[src/mse_pkg.sv]
package mse_pkg;

  localparam int unsigned DATA_W        = 32;
  localparam int unsigned MAX_ITEMS_DEF = 64;
  // largest run the index widths are sized for
  localparam int unsigned MAX_ITEMS_CAP = 64;
  localparam int unsigned ADDR_W        = $clog2(MAX_ITEMS_CAP);
  localparam int unsigned CNT_W         = ADDR_W + 1;
  localparam int unsigned QUEUE_DEPTH   = 2;
  localparam int unsigned QPTR_W        = $clog2(QUEUE_DEPTH);

  // one classified input transaction on its way to the sort engine
  typedef struct packed {
    logic signed [DATA_W-1:0] value;
    logic [ADDR_W-1:0]        idx;
    logic                     store;
    logic                     last;
    logic                     ovf;
  } q_entry_t;

endpackage

[src/mse_queue.sv]
module mse_queue (
  input  logic              clk_i,
  input  logic              rst_ni,
  input  logic              push_i,
  input  mse_pkg::q_entry_t entry_i,
  output logic              full_o,
  output logic              valid_o,
  input  logic              stall_i,
  output mse_pkg::q_entry_t entry_o
);

  mse_pkg::q_entry_t           slots_q [mse_pkg::QUEUE_DEPTH];
  logic [mse_pkg::QPTR_W-1:0]  wr_ptr_q, rd_ptr_q;
  logic [mse_pkg::QPTR_W:0]    cnt_q;
  logic                        pop;

  assign full_o  = cnt_q == (mse_pkg::QPTR_W+1)'(mse_pkg::QUEUE_DEPTH);
  assign valid_o = cnt_q != '0;
  assign entry_o = slots_q[rd_ptr_q];
  assign pop     = valid_o && !stall_i;

  always_ff @(posedge clk_i) begin
    if (push_i) begin
      slots_q[wr_ptr_q] <= entry_i;
    end
  end

  always_ff @(posedge clk_i or negedge rst_ni) begin
    if (!rst_ni) begin
      wr_ptr_q <= '0;
      rd_ptr_q <= '0;
      cnt_q    <= '0;
    end else begin
      if (push_i) begin
        wr_ptr_q <= wr_ptr_q + 1'b1;
      end
      if (pop) begin
        rd_ptr_q <= rd_ptr_q + 1'b1;
      end
      if (push_i && !pop) begin
        cnt_q <= cnt_q + 1'b1;
      end else if (pop && !push_i) begin
        cnt_q <= cnt_q - 1'b1;
      end
    end
  end

endmodule

[config.mk]
export PLATFORM = sky130hd
export DESIGN_NAME = mse_queue
export DESIGN_NICKNAME = d
export VERILOG_FILES = /design/src/mse_pkg.sv /design/src/mse_queue.sv
export SDC_FILE = /design/constraint.sdc
export NUM_CORES = 1
export LEC_CHECK = 0
export ABC_AREA = 1
export BUFFER_PORTS_ARGS = -buffer_cell sky130_fd_sc_hd__buf_4
export CAP_MARGIN = 5
export CORE_MARGIN = 2
export CORE_UTILIZATION = 45
export DETAILED_ROUTE_END_ITERATION = 8
export PLACE_DENSITY_LB_ADDON = 0.08
export SLEW_MARGIN = 0
export SYNTH_ARGS = -nofsm -noshare
export SYNTH_HDL_FRONTEND = slang
export SYNTH_SLANG_ARGS = --single-unit
[constraint.sdc]
create_clock -name clk_i -period 3.7 [get_ports clk_i]
set_input_delay 0.185 -clock clk_i [delete_from_list [all_inputs] [get_ports clk_i]]
set_output_delay 0.185 -clock clk_i [all_outputs]
set_load 0.02 [all_outputs]
==> key figures <==
Power
  • Seq pwr share: 0.430
  • Total power: 3.33 mW
  • Pint: 2.13 mW
  • Clock power share: 0.206
  • Switching Share: 0.359
  • Pwr dens: 793 nW/um^2
  • Combinational group share of total power: 0.364
  • Static Leak: 1.81 nW
  • Net Sw Power: 1.19 mW
  • Peak VDD IR: 0.388 mV

Clock tree
  • Hold-fix buffers at CTS: 1
  • Clk_lat worst skew: roughly 0.33 ns
  • H-Tree Depth: 3
  • CTS Buf Count: 9
  • CTS tree: yes
  • # Post-CTS Setup Buffers: 0
  • Root buffer cell: clkbuf_8
  • Cts repair resizes: 0
  • TritonCTS Sinks: 86
  • Clock Pin Slew Worst Setup and Hold Paths: 0.08 ns
  • Deepest clock path buffer count: 2

Global route
  • GRT overflow: 0
  • Total GRT Usage: 0.147
  • Initial antenna violation count: 0
  • First-pass GRT wire length: 8470 microns
  • Largest net degree at the start of global routing: 44
  • Vias in the first global route: 1863

Worst setup path
  • Sequence of cells on the critical path: inv_8 -> nand2_1 -> nand2_1 -> buf_4
  • Reg2reg end: slots_q[0][16]
  • Nature of the critical path startpoint: flip-flop
  • Critical Path Source: rd_ptr_q
  • Critical Path AT: 1.94 ns
  • CP Capture Type: output port
  • Critical Path RT: 3.51 ns
  • CP Capture Point: entry_o[14]
  • Crit path max fanout: 43
  • Crit Path Class: flip-flop to output port
  • Slowest CP cell: dfrtp_2
  • CP max stage delay: around 0.95 ns
  • Setup slack, reg-to-reg: 2.04 ns
  • RR Startpoint: wr_ptr_q
  • WP depth: 4
  • Largest delay share family, worst path: flip-flops
  • Worst R2R Path Depth: 2
  • Crit-path most repeated cell: nand2_1
  • Buf/Inv on CP: 2

Timing
  • Final Max Tran Viols: 0
  • Worst relative slew slack: 0.396
  • Post-route setup slack: 1.58 ns
  • Setup tns final: 0 ns
  • Hold Violations, Final: 0
  • Final setup fails: 0
  • Part of the cycle the worst path needs: 0.573
  • Layout Skew: just under 0.006 ns
  • RSZ-0062 raised after global routing: no
  • Worst-Margin Slew: between 0.9 and 1 ns
  • Final Critical Period: 2.12 ns
  • Fmax: 0.471 GHz

Layout
  • Area occupied by multi-input gates: 584 sq um
  • Filler cells: 615
  • Commonest cells after routing, fill and taps aside: 121 x nand2_1, 88 x buf_4, 82 x edfxtp_1, 11 x nand2_2, 9 x clkbuf_8
  • Final Util: 0.588
  • Layout Cells excl Fill: 438
  • Synthesis-to-layout area growth: 28.2%
  • Layout Nets: 380
  • Sequential cell area: ~2600 sq um
  • Commonest non-fill, non-tap cell in the layout: nand2_1
  • Antenna diodes: 0
  • Fraction of layout cells with a size suffix above 1: 0.348

Yosys
  • Synth Register Bits: 86
  • Post-synthesis sequential area ratio: 0.783
  • Yosys top cell area share: 0.753
  • Ys Warns: 0
  • Post-Syn Nets: 289
  • Post-synthesis cell type count: 15
  • Mean Syn Cell Area: ~13 sq um
  • Mapped cell area: ~3300 sq um
  • Top area cells in the synthesized netlist: edfxtp_1 75%, nand2_1 14%, dfrtp_1 3.1%, nand2_2 2.1%, buf_6 1.7%
  • Gate Count Post-Synth: 243
  • Leading area contributor after synthesis: edfxtp_1

Route
  • Total wire length: 5670 microns
  • Antenna Nets Post-Route: 0
  • Vias/cell: 4.51
  • Via Count: 1975
  • Drt wl/cell: 12.9 microns
  • 1st-pass router iterations: 4
  • Iter 0 DRT Violations: between 80 and 90
  • Drt drc: 0

Floorplan
  • Die X: 89.3 microns
  • Area of the die: 7970 sq um
  • Placeable core area: 7140 sq um
  • Initial Util: 0.458
  • I/O pin total: 88
  • DIE HEIGHT: 89.3 microns
  • FP Rows: 31

Placement
  • Placed cell count: 421
  • Port bufs: 87
  • Post-Place Setup Slack: 1.88 ns
  • Final Wtd Congestion: 0.794
  • Detailed Place HPWL: 3490 microns

Worst hold path
  • Hold path depth: 1
  • Worst hold path type: input port to flip-flop

Outcome
  • Status: completed

Flow run
  • Max cap viols: 0
-- through the flow --
| step | hold WS [ns] | instance area (sq um) |
|---|---|---|
| floorplan | -0.111 | 3270 |
| global placement | -0.0147 | 3970 |
| detailed placement | -0.0123 | 3970 |
| CTS | 0.0114 | 4190 |
| global route | 0.0102 | 4190 |
| finish | 0.0273 | 4190 |
-- area by class of cell --
class / count / area share
multi-input cells: 140 / 0.139
clock inverters: 6 / 0.0206
flip-flops and latches: 86 / 0.611
well taps: 99 / 0.0295
repair buffers: 89 / 0.160
clock buffers: 10 / 0.0304
inverters: 8 / 0.00895
-- worst min path at each step --
| stage | from | to | slack (ns) |
|---|---|---|---|
| final | entry_i[29] | slots_q[1][29] | 0.03 |
| after global routing | entry_i[23] | slots_q[0][23] | 0.01 |
| after CTS | entry_i[5] | slots_q[0][5] | 0.01 |
| after detailed placement | rst_ni | cnt_q[1] | -0.01 |
| after global placement | rst_ni | cnt_q[1] | -0.01 |
| after floorplan | rst_ni | cnt_q[0] | -0.11 |
-- worst reg2reg max path, cell delays in order (launching register included) --
cell and delay [ns]:
dfrtp_1 0.43, nor2_4 0.46, buf_4 0.42
-- per-layer routing --
layer / vias to the layer above / part of all wire / global-route usage / routed length (microns)
met3: 6 / 0.054 / 0.0332 / 305
met4: 0 / 0.011 / 0.0868 / 62
met1: 921 / 0.42 / 0.181 / 2380
li1: 990 / - / - / -
met2: 58 / 0.52 / 0.237 / 2930
met5: - / 0 / 0 / 0
-- cells by family (layout without fill, tap and decap cells) --
group                      count (synthesis)  count (layout)  synth area share
and+or+nand+nor                          137             137             0.167
adders and majority gates                  1               1           0.00382
xor gates and xnor gates                   2               2           0.00536
DFF                                       86              86             0.783
buffers and inverters                     17             113            0.0402
-- flip-flops by register name (all words and copies together) (netlist names) --
signal,cells
slots_q,82
cnt_q,2
wr_ptr_q,1
rd_ptr_q,1
-- synth_stat cells --
cell	number
buf_4	3
buf_6	5
buf_8	1
dfrtp_1	4
edfxtp_1	82
ha_1	1
inv_1	7
inv_8	1
nand2_1	121
nand2_2	11
nand3_1	2
nand4_1	1
nor2_1	2
xnor2_1	1
xor2_1	1
-- power groups by stage --
stage                     clock network (mW)  registers (mW)  logic, mW
after detailed placement                   0            1.46       1.23
after global placement                     0            1.45       1.22
after floorplan                            0            1.37      0.854
after global routing                   0.735            1.46       1.34
after CTS                              0.705            1.44       1.24
final                                  0.686            1.43       1.21
No activity file was read; power rests on OpenSTA's default activity.
