## src/mse_pkg.sv

```systemverilog
package mse_pkg;

  localparam int unsigned DATA_W        = 32;
  localparam int unsigned MAX_ITEMS_DEF = 64;
  // largest run the index widths are sized for
  localparam int unsigned MAX_ITEMS_CAP = 64;
  localparam int unsigned ADDR_W        = $clog2(MAX_ITEMS_CAP);
  localparam int unsigned CNT_W         = ADDR_W + 1;
  localparam int unsigned QUEUE_DEPTH   = 2;
  localparam int unsigned QPTR_W        = $clog2(QUEUE_DEPTH);

  // one classified input transaction on its way to the sort engine
  typedef struct packed {
    logic signed [DATA_W-1:0] value;
    logic [ADDR_W-1:0]        idx;
    logic                     store;
    logic                     last;
    logic                     ovf;
  } q_entry_t;

endpackage

```

## src/mse_front.sv

```systemverilog
module mse_front #(
  parameter int unsigned MAX_ITEMS = mse_pkg::MAX_ITEMS_DEF
) (
  input  logic                             clk_i,
  input  logic                             rst_ni,
  input  logic signed [mse_pkg::DATA_W-1:0] value_i,
  input  logic                             last_i,
  input  logic                             in_valid_i,
  output logic                             in_stall_o,
  input  logic                             q_full_i,
  output logic                             q_push_o,
  output mse_pkg::q_entry_t                q_entry_o
);

  logic [mse_pkg::CNT_W-1:0] count_q, count_d;
  logic                      ovf_q, ovf_d;
  logic                      accept;
  logic                      store;

  assign accept     = in_valid_i && !q_full_i;
  assign in_stall_o = q_full_i;
  assign q_push_o   = accept;
  assign store      = count_q < mse_pkg::CNT_W'(MAX_ITEMS);

  always_comb begin
    q_entry_o.value = value_i;
    q_entry_o.idx   = count_q[mse_pkg::ADDR_W-1:0];
    q_entry_o.store = store;
    q_entry_o.last  = last_i;
    q_entry_o.ovf   = ovf_q || !store;
  end

  always_comb begin
    count_d = count_q;
    ovf_d   = ovf_q;
    if (accept) begin
      if (last_i) begin
        count_d = '0;
        ovf_d   = 1'b0;
      end else begin
        count_d = count_q + mse_pkg::CNT_W'(store);
        ovf_d   = ovf_q || !store;
      end
    end
  end

  always_ff @(posedge clk_i or negedge rst_ni) begin
    if (!rst_ni) begin
      count_q <= '0;
      ovf_q   <= 1'b0;
    end else begin
      count_q <= count_d;
      ovf_q   <= ovf_d;
    end
  end

endmodule

```

## config.mk

```make
export PLATFORM = sky130hd
export DESIGN_NAME = mse_front
export DESIGN_NICKNAME = d
export VERILOG_FILES = /design/src/mse_pkg.sv /design/src/mse_front.sv
export SDC_FILE = /design/constraint.sdc
export NUM_CORES = 1
export LEC_CHECK = 0
export BUFFER_PORTS_ARGS = -buffer_cell sky130_fd_sc_hd__buf_2
export CAP_MARGIN = 25
export CORE_MARGIN = 2
export CORE_UTILIZATION = 38
export CTS_CLUSTER_DIAMETER = 200
export DETAILED_ROUTE_END_ITERATION = 10
export PLACE_DENSITY = 0.85
export RECOVER_POWER = 100
export SKIP_LAST_GASP = 1
export SYNTH_ARGS = -nofsm -noshare
export SYNTH_HDL_FRONTEND = slang
export SYNTH_SLANG_ARGS = --single-unit
```

## constraint.sdc

```tcl
create_clock -name clk_i -period 4.7 [get_ports clk_i]
set_input_delay 0.705 -clock clk_i [delete_from_list [all_inputs] [get_ports clk_i]]
set_output_delay 0.705 -clock clk_i [all_outputs]
set_load 0.02 [all_outputs]
```

==> results of run 1 <==
==> worst min path at each step <==
stage	from	end	cells after the start
5_1_grt	rst_ni	count_q[6]	1
2_1_floorplan	rst_ni	count_q[0]	0
4_1_cts	rst_ni	count_q[6]	1
3_3_place_gp	count_q[6]	count_q[6]	2
6_report	rst_ni	count_q[6]	1
3_5_place_dp	count_q[6]	count_q[6]	2
==> sequential cells by signal (all words and copies together) (netlist names) <==
| signal | cells |
|---|---|
| ovf_q | 1 |
| count_q | 7 |
==> area by class of cell <==
class	instances	area [um2]	area share [%]
repair buffers	15	58.81	10.09
inverters	3	11.26	1.931
well taps	27	33.78	5.794
clock buffers	3	22.52	3.863
flip-flops and latches	8	200.2	34.33
multi-input cells	39	256.5	43.99
==> metal layers <==
layer | vias up | global-route usage (%)
met5 | - | 0
met4 | 0 | 5.093
met3 | 16 | 5.758
met2 | 37 | 16.44
met1 | 216 | 10.04
li1 | 217 | -
==> critical path, delay by kind of cell <==
kind | cells | cell delay (ps)
and+or+nand+nor | 1 | 360
buffers and inverters | 3 | 440
==> cell usage in the layout (no fill, tap or decap), drive strengths merged <==
cell type	count
a21oi	1
a221o	2
and2	1
and4bb	1
buf	2
clkbuf	16
dfrtp	8
ha	3
inv	3
nand2	7
nand2b	3
nand3	3
nor2	3
nor2b	3
nor4	2
o21a	1
o21ai	4
o311ai	1
or2	2
or4	1
or4b	1
==> logic make-up after synthesis <==
group / Yosys count / synth area share, %
and+or+nand+nor: 27 / 20.16
adders and majority gates: 3 / 4.762
DFF: 8 / 25.40
AOI/OAI and AO/OA: 9 / 7.937
buffers and inverters: 46 / 41.75
==> power by group <==
group	switching (mW)	internal, mW
registers	0.0145	0.0805
clock network	0.0209	0.0290
logic	0.0393	0.0215
==> out/results.tsv, run 1 <==
metric	value	unit
Most used DFF post-synth	dfrtp_1	
CP endpoint kind	output pin	
initial core utilization	40.18	%
worst ir drop on vdd	0.2197	mV
n_diodes	0	
layout cells sized above 1	13.24	%
most frequent CP cell	clkbuf_1	
Die X	49.55	um
Post-Synthesis Cell Area	788.3	um2
R2R Setup Slk	2930	ps
Power Density	352.9	mW/mm2
Remaining DRCs	0	
First-pass DRT Iterations	5	
H-Tree Depth	1	
Final Util	29.72	%
CP endpoint	q_push_o	
synth unique cells	25	
RSZ-0062 raised after global routing	no	
clock skew	3.007	ps
Hold WS	363.8	ps
DR iter-0 viols	5	
die height	49.55	um
synthesized netlist net count	133	
minimum clock period	2215	ps
clock slew at reported path FFs	50	ps
DP HPWL	867.5	um
clk buf depth	2	
Startpoint Class	input pin	
Inst Count DP	92	
CTS Buf Count	3	
fin cells	95	
most frequent cell after synthesis	buf_4	
setup_tns	0	ps
critical path type	input pin to output pin	
gr usage total	10.03	%
highest clock rate	451.5	MHz
final instance area	583.1	um2
CP Cell Sequence	clkbuf_1 > nand2b_1 > inv_1 > clkbuf_1	
Nets	110	
vias post-DR	486	
die area	0.002455	mm2
r2r startpoint	count_q[6]	
Yosys top cell area share	39.05	%
first-pass GRT wire length	1856	um
CP required	3990	ps
max layer used	met4	
Post-DRT Antenna Nets	0	
total of max-cap violations	0	
Final Cycle Share	47.12	%
final setup violation count	0	
Ys Warns	0	
Max Slew Vio Count	0	
most instantiated cells after synthesis	41 x buf_4, 8 x dfrtp_1, 7 x nand2_1, 4 x o21ai_0	
io pins	80	
syn avg cell area	8.476	um2
metal2 WL	539	um
Row Count	16	
port bufs	15	
TritonCTS clock tree	built	
pre-CTS WS	2651	ps
setup ws final	2485	ps
Skew-Pair Late Insertion Delay	250	ps
WP data arrival	1510	ps
Total Routed Length	1197	um
# fillers	236	
Wirelength per Cell	12.60	um
CTS Hold Bufs	0	
TritonCTS sink count	8	
Max-Slew Margin vs Limit	65.93	%
Worst Tran Pin Value	511.0	ps
CP max stage delay	360	ps
RR Endpoint	count_q[6]	
CP Max Fanout	16	
Hold Vio Cnt, Final	0	
Post-synth ARST share	100.0	%
number of global-route vias before repair	426	
Clk Tree Root Cell	clkbuf_4	
gr ovfl total	0	
largest net degree at the start of global routing	17	
Leak Pwr	0.2461	nW
PostCTS Resize Cnt	0	
area grow syn2layout	-26.03	%
status	finished, final reports clean	
Yosys reg bits	8	
synthesized instance count	93	
WL met3	180	um
Post-synth EDFFs	0	
Setup Fix Bufs, Post-CTS	0	
post-synthesis sequential area ratio	25.40	%
Power Total	0.2058	mW
reg2reg path depth	6	
Tightest Hold Check Type	input pin to async pin	
placed cell area	579.3	um2
Final Wtd Congestion	0.6792	
Core ar.	0.001962	mm2
Critical Path Start	q_full_i	
CP max stage cell	nand2b_1	
largest cells by area after synthesis	buf_4 39%, dfrtp_1 25%, ha_1 4.8%, nand2_1 3.3%, o21ai_0 2.5%	
DR vias/cell	5.116	
top cell type by total area after synthesis	buf_4	
initial antenna violation count	0	
WL met1	424	um
Note: power is estimated with default switching activity, not from simulation.
==> run 2, diff against run 1 <==
CORE_UTILIZATION = 35   (was 38)
PLACE_DENSITY = 0.79   (was 0.85)
clock period = 2.3 ns   (was 4.7 ns; I/O delays follow)
==> out/results.tsv, run 2 (synthesized netlist as in run 1, its figures left out) <==
metric	value	unit	change
r2r startpoint	count_q[6]		
most common cell after layout, fill and taps aside	clkbuf_1		
status	finished, final reports clean		
First-pass DRT Iterations	4		-1
Post-DRT Antenna Nets	0		unchanged
WP data arrival	1850	ps	+340 ps
Wirelength per Cell	13.12	um	+4.2%
clock skew	9.383	ps	+6.375 ps
initial core utilization	36.33	%	-3.8 points
M1 GR Usage	10.27	%	+0.23 points
DR iter-0 viols	6		+1
max reg flops	7		unchanged
vias post-DR	467		-3.9%
die area	0.002648	mm2	+7.9%
most frequent cells in the layout	12 x clkbuf_1, 8 x dfrtp_1, 7 x nand2_1		
n_diodes	0		unchanged
Max-Slew Margin vs Limit	66.04	%	+0.11 points
internal power	0.2697	mW	+110%
critical path type	flop to flop		
Final Wtd Congestion	0.7320		+7.8%
worst ir drop on vdd	0.4094	mV	+86%
Clk Tree Root Cell	clkbuf_4		
clk buf depth	2		unchanged
final setup violation count	0		unchanged
Nets	111		+0.91%
# fillers	261		+11%
Tightest Hold Check Type	flop to flop		
CTS Buf Count	3		unchanged
Final Cycle Share	74.46	%	
Total Routed Length	1273	um	+6.3%
number of global-route vias before repair	418		-1.9%
CP Max Fanout	4		-12
Max Slew Vio Count	0		unchanged
M3 GR Usage	7.018	%	+1.3 points
GRT busiest layer	met2		
Core ar.	0.002170	mm2	+11%
Power Total	0.4227	mW	+110%
minimum clock period	1713	ps	
pre-CTS WS	614.7	ps	-2036 ps
Worst Tran Pin Value	509.4	ps	-1.598 ps
placed cell area	580.6	um2	+0.22%
gr ovfl total	0		unchanged
Power Density	715.8	mW/mm2	+100%
Leak Pwr	0.2539	nW	+3.2%
DP HPWL	985.4	um	+14%
Remaining DRCs	0		unchanged
switching power	0.1530	mW	+100%
Die X	51.46	um	+3.9%
HP Start	count_q[1]		
io pins	80		unchanged
gr usage total	10.03	%	about the same
Reg power frac	45.8	%	-0.4 points
CP required	2440	ps	-1550 ps
area of the multi-input gates	251.5	um2	-2.0%
first-pass GRT wire length	1897	um	+2.2%
TritonCTS clock tree	built		
Skew-Pair Late Insertion Delay	250	ps	about the same
largest net degree at the start of global routing	17		unchanged
setup ws final	587.5	ps	-1898 ps
clock slew at reported path FFs	50	ps	about the same
RSZ-0062 raised after global routing	no		
Startpoint Class	flop		
TritonCTS sink count	8		unchanged
Clk pwr share	24.5	%	+0.2 points
die height	51.46	um	+3.9%
total of max-cap violations	0		unchanged
Reg area	200.2	um2	unchanged
CP endpoint kind	flop		
Hold Vio Cnt, Final	0		unchanged
initial antenna violation count	0		unchanged
highest clock rate	583.9	MHz	
Sw Share	36.20	%	-0.12 points
largest registers	count_q x7, ovf_q x1		
M2 GR Usage	14.53	%	-1.9 points
PostCTS Resize Cnt	0		unchanged
DR vias/cell	4.814		-5.9%
H-Tree Depth	1		unchanged
layout cells sized above 1	13.04	%	-0.19 points
Gate power share	29.7	%	+0.2 points
port bufs	15		unchanged
Critical Path Start	count_q[6]		
setup_tns	0	ps	unchanged
Biggest register	count_q		
area grow syn2layout	-25.08	%	
final instance area	590.6	um2	+1.3%
Row Count	17		+1
==> run 2: changes by cell type in the layout (fill, tap and decap cells not counted) <==
cell / before / now
nand3_1: 2 / 3
buf_2: 2 / 3
and2_0: 1 / 0
dlygate4sd3_1: 0 / 1
nand3_2: 1 / 0
and2_1: 0 / 1
clkbuf_1: 13 / 12
==> run 2: area by class of cell <==
class,instances,area share (%)
multi-input combinational,39,42.58
sequential,8,33.90
timing repair buffer,16,11.86
tap,28,5.932
clock buffer,3,3.814
inverter,3,1.907
==> run 2: worst max-delay path: stages, from the launching register on <==
cell      delay (ps)
dfrtp_1          400
inv_1            110
ha_1             170
ha_1             180
nand3_1          140
or4b_1           480
o311ai_0         110
==> run 2: routing by layer <==
| layer | part of all wire [%] | up-vias |
|---|---|---|
| li1 | - | 218 |
| met1 | 35 | 208 |
| met2 | 46 | 23 |
| met3 | 14 | 18 |
| met4 | 5.6 | 0 |
| met5 | 0 | - |
==> run 2: repair_timing <==
item                       in CTS  in global routing
setup endpoints to repair       0                  0
hold endpoints to repair        8                  0
setup buffers                   0                  0
hold buffers                    1                  0
==> run 2: worst paths after layout <==
check,end,slack [ps],depth (start not counted)
setup / recovery,count_q[6],590,6
hold / removal,count_q[1],530,2
setup reg to reg,count_q[6],590,6
hold reg to reg,count_q[1],530,2
max in group asynchronous,count_q[2],1440,2
min in group asynchronous,count_q[0],550,2
==> run 2: power by group through the flow <==
stage	sequential (mW)	clock, mW	combinational [mW]
after floorplan	0.188	0	0.207
after global placement	0.193	0	0.132
after detailed placement	0.196	0	0.135
after CTS	0.194	0.108	0.138
after global routing	0.199	0.117	0.141
final	0.194	0.104	0.125
==> run 2: metrics by stage <==
| stage | hold slack [ps] | utilization [%] | std cells |
|---|---|---|---|
| 2_1_floorplan | 49.41 | - | 93 |
| 3_3_place_gp | 196.8 | 26.76 | 93 |
| 3_5_place_dp | 200.6 | 26.76 | 93 |
| 4_1_cts | 462.5 | 28.26 | 97 |
| 5_1_grt | 593.4 | 27.22 | 97 |
| 6_report | 534.3 | 27.22 | 97 |
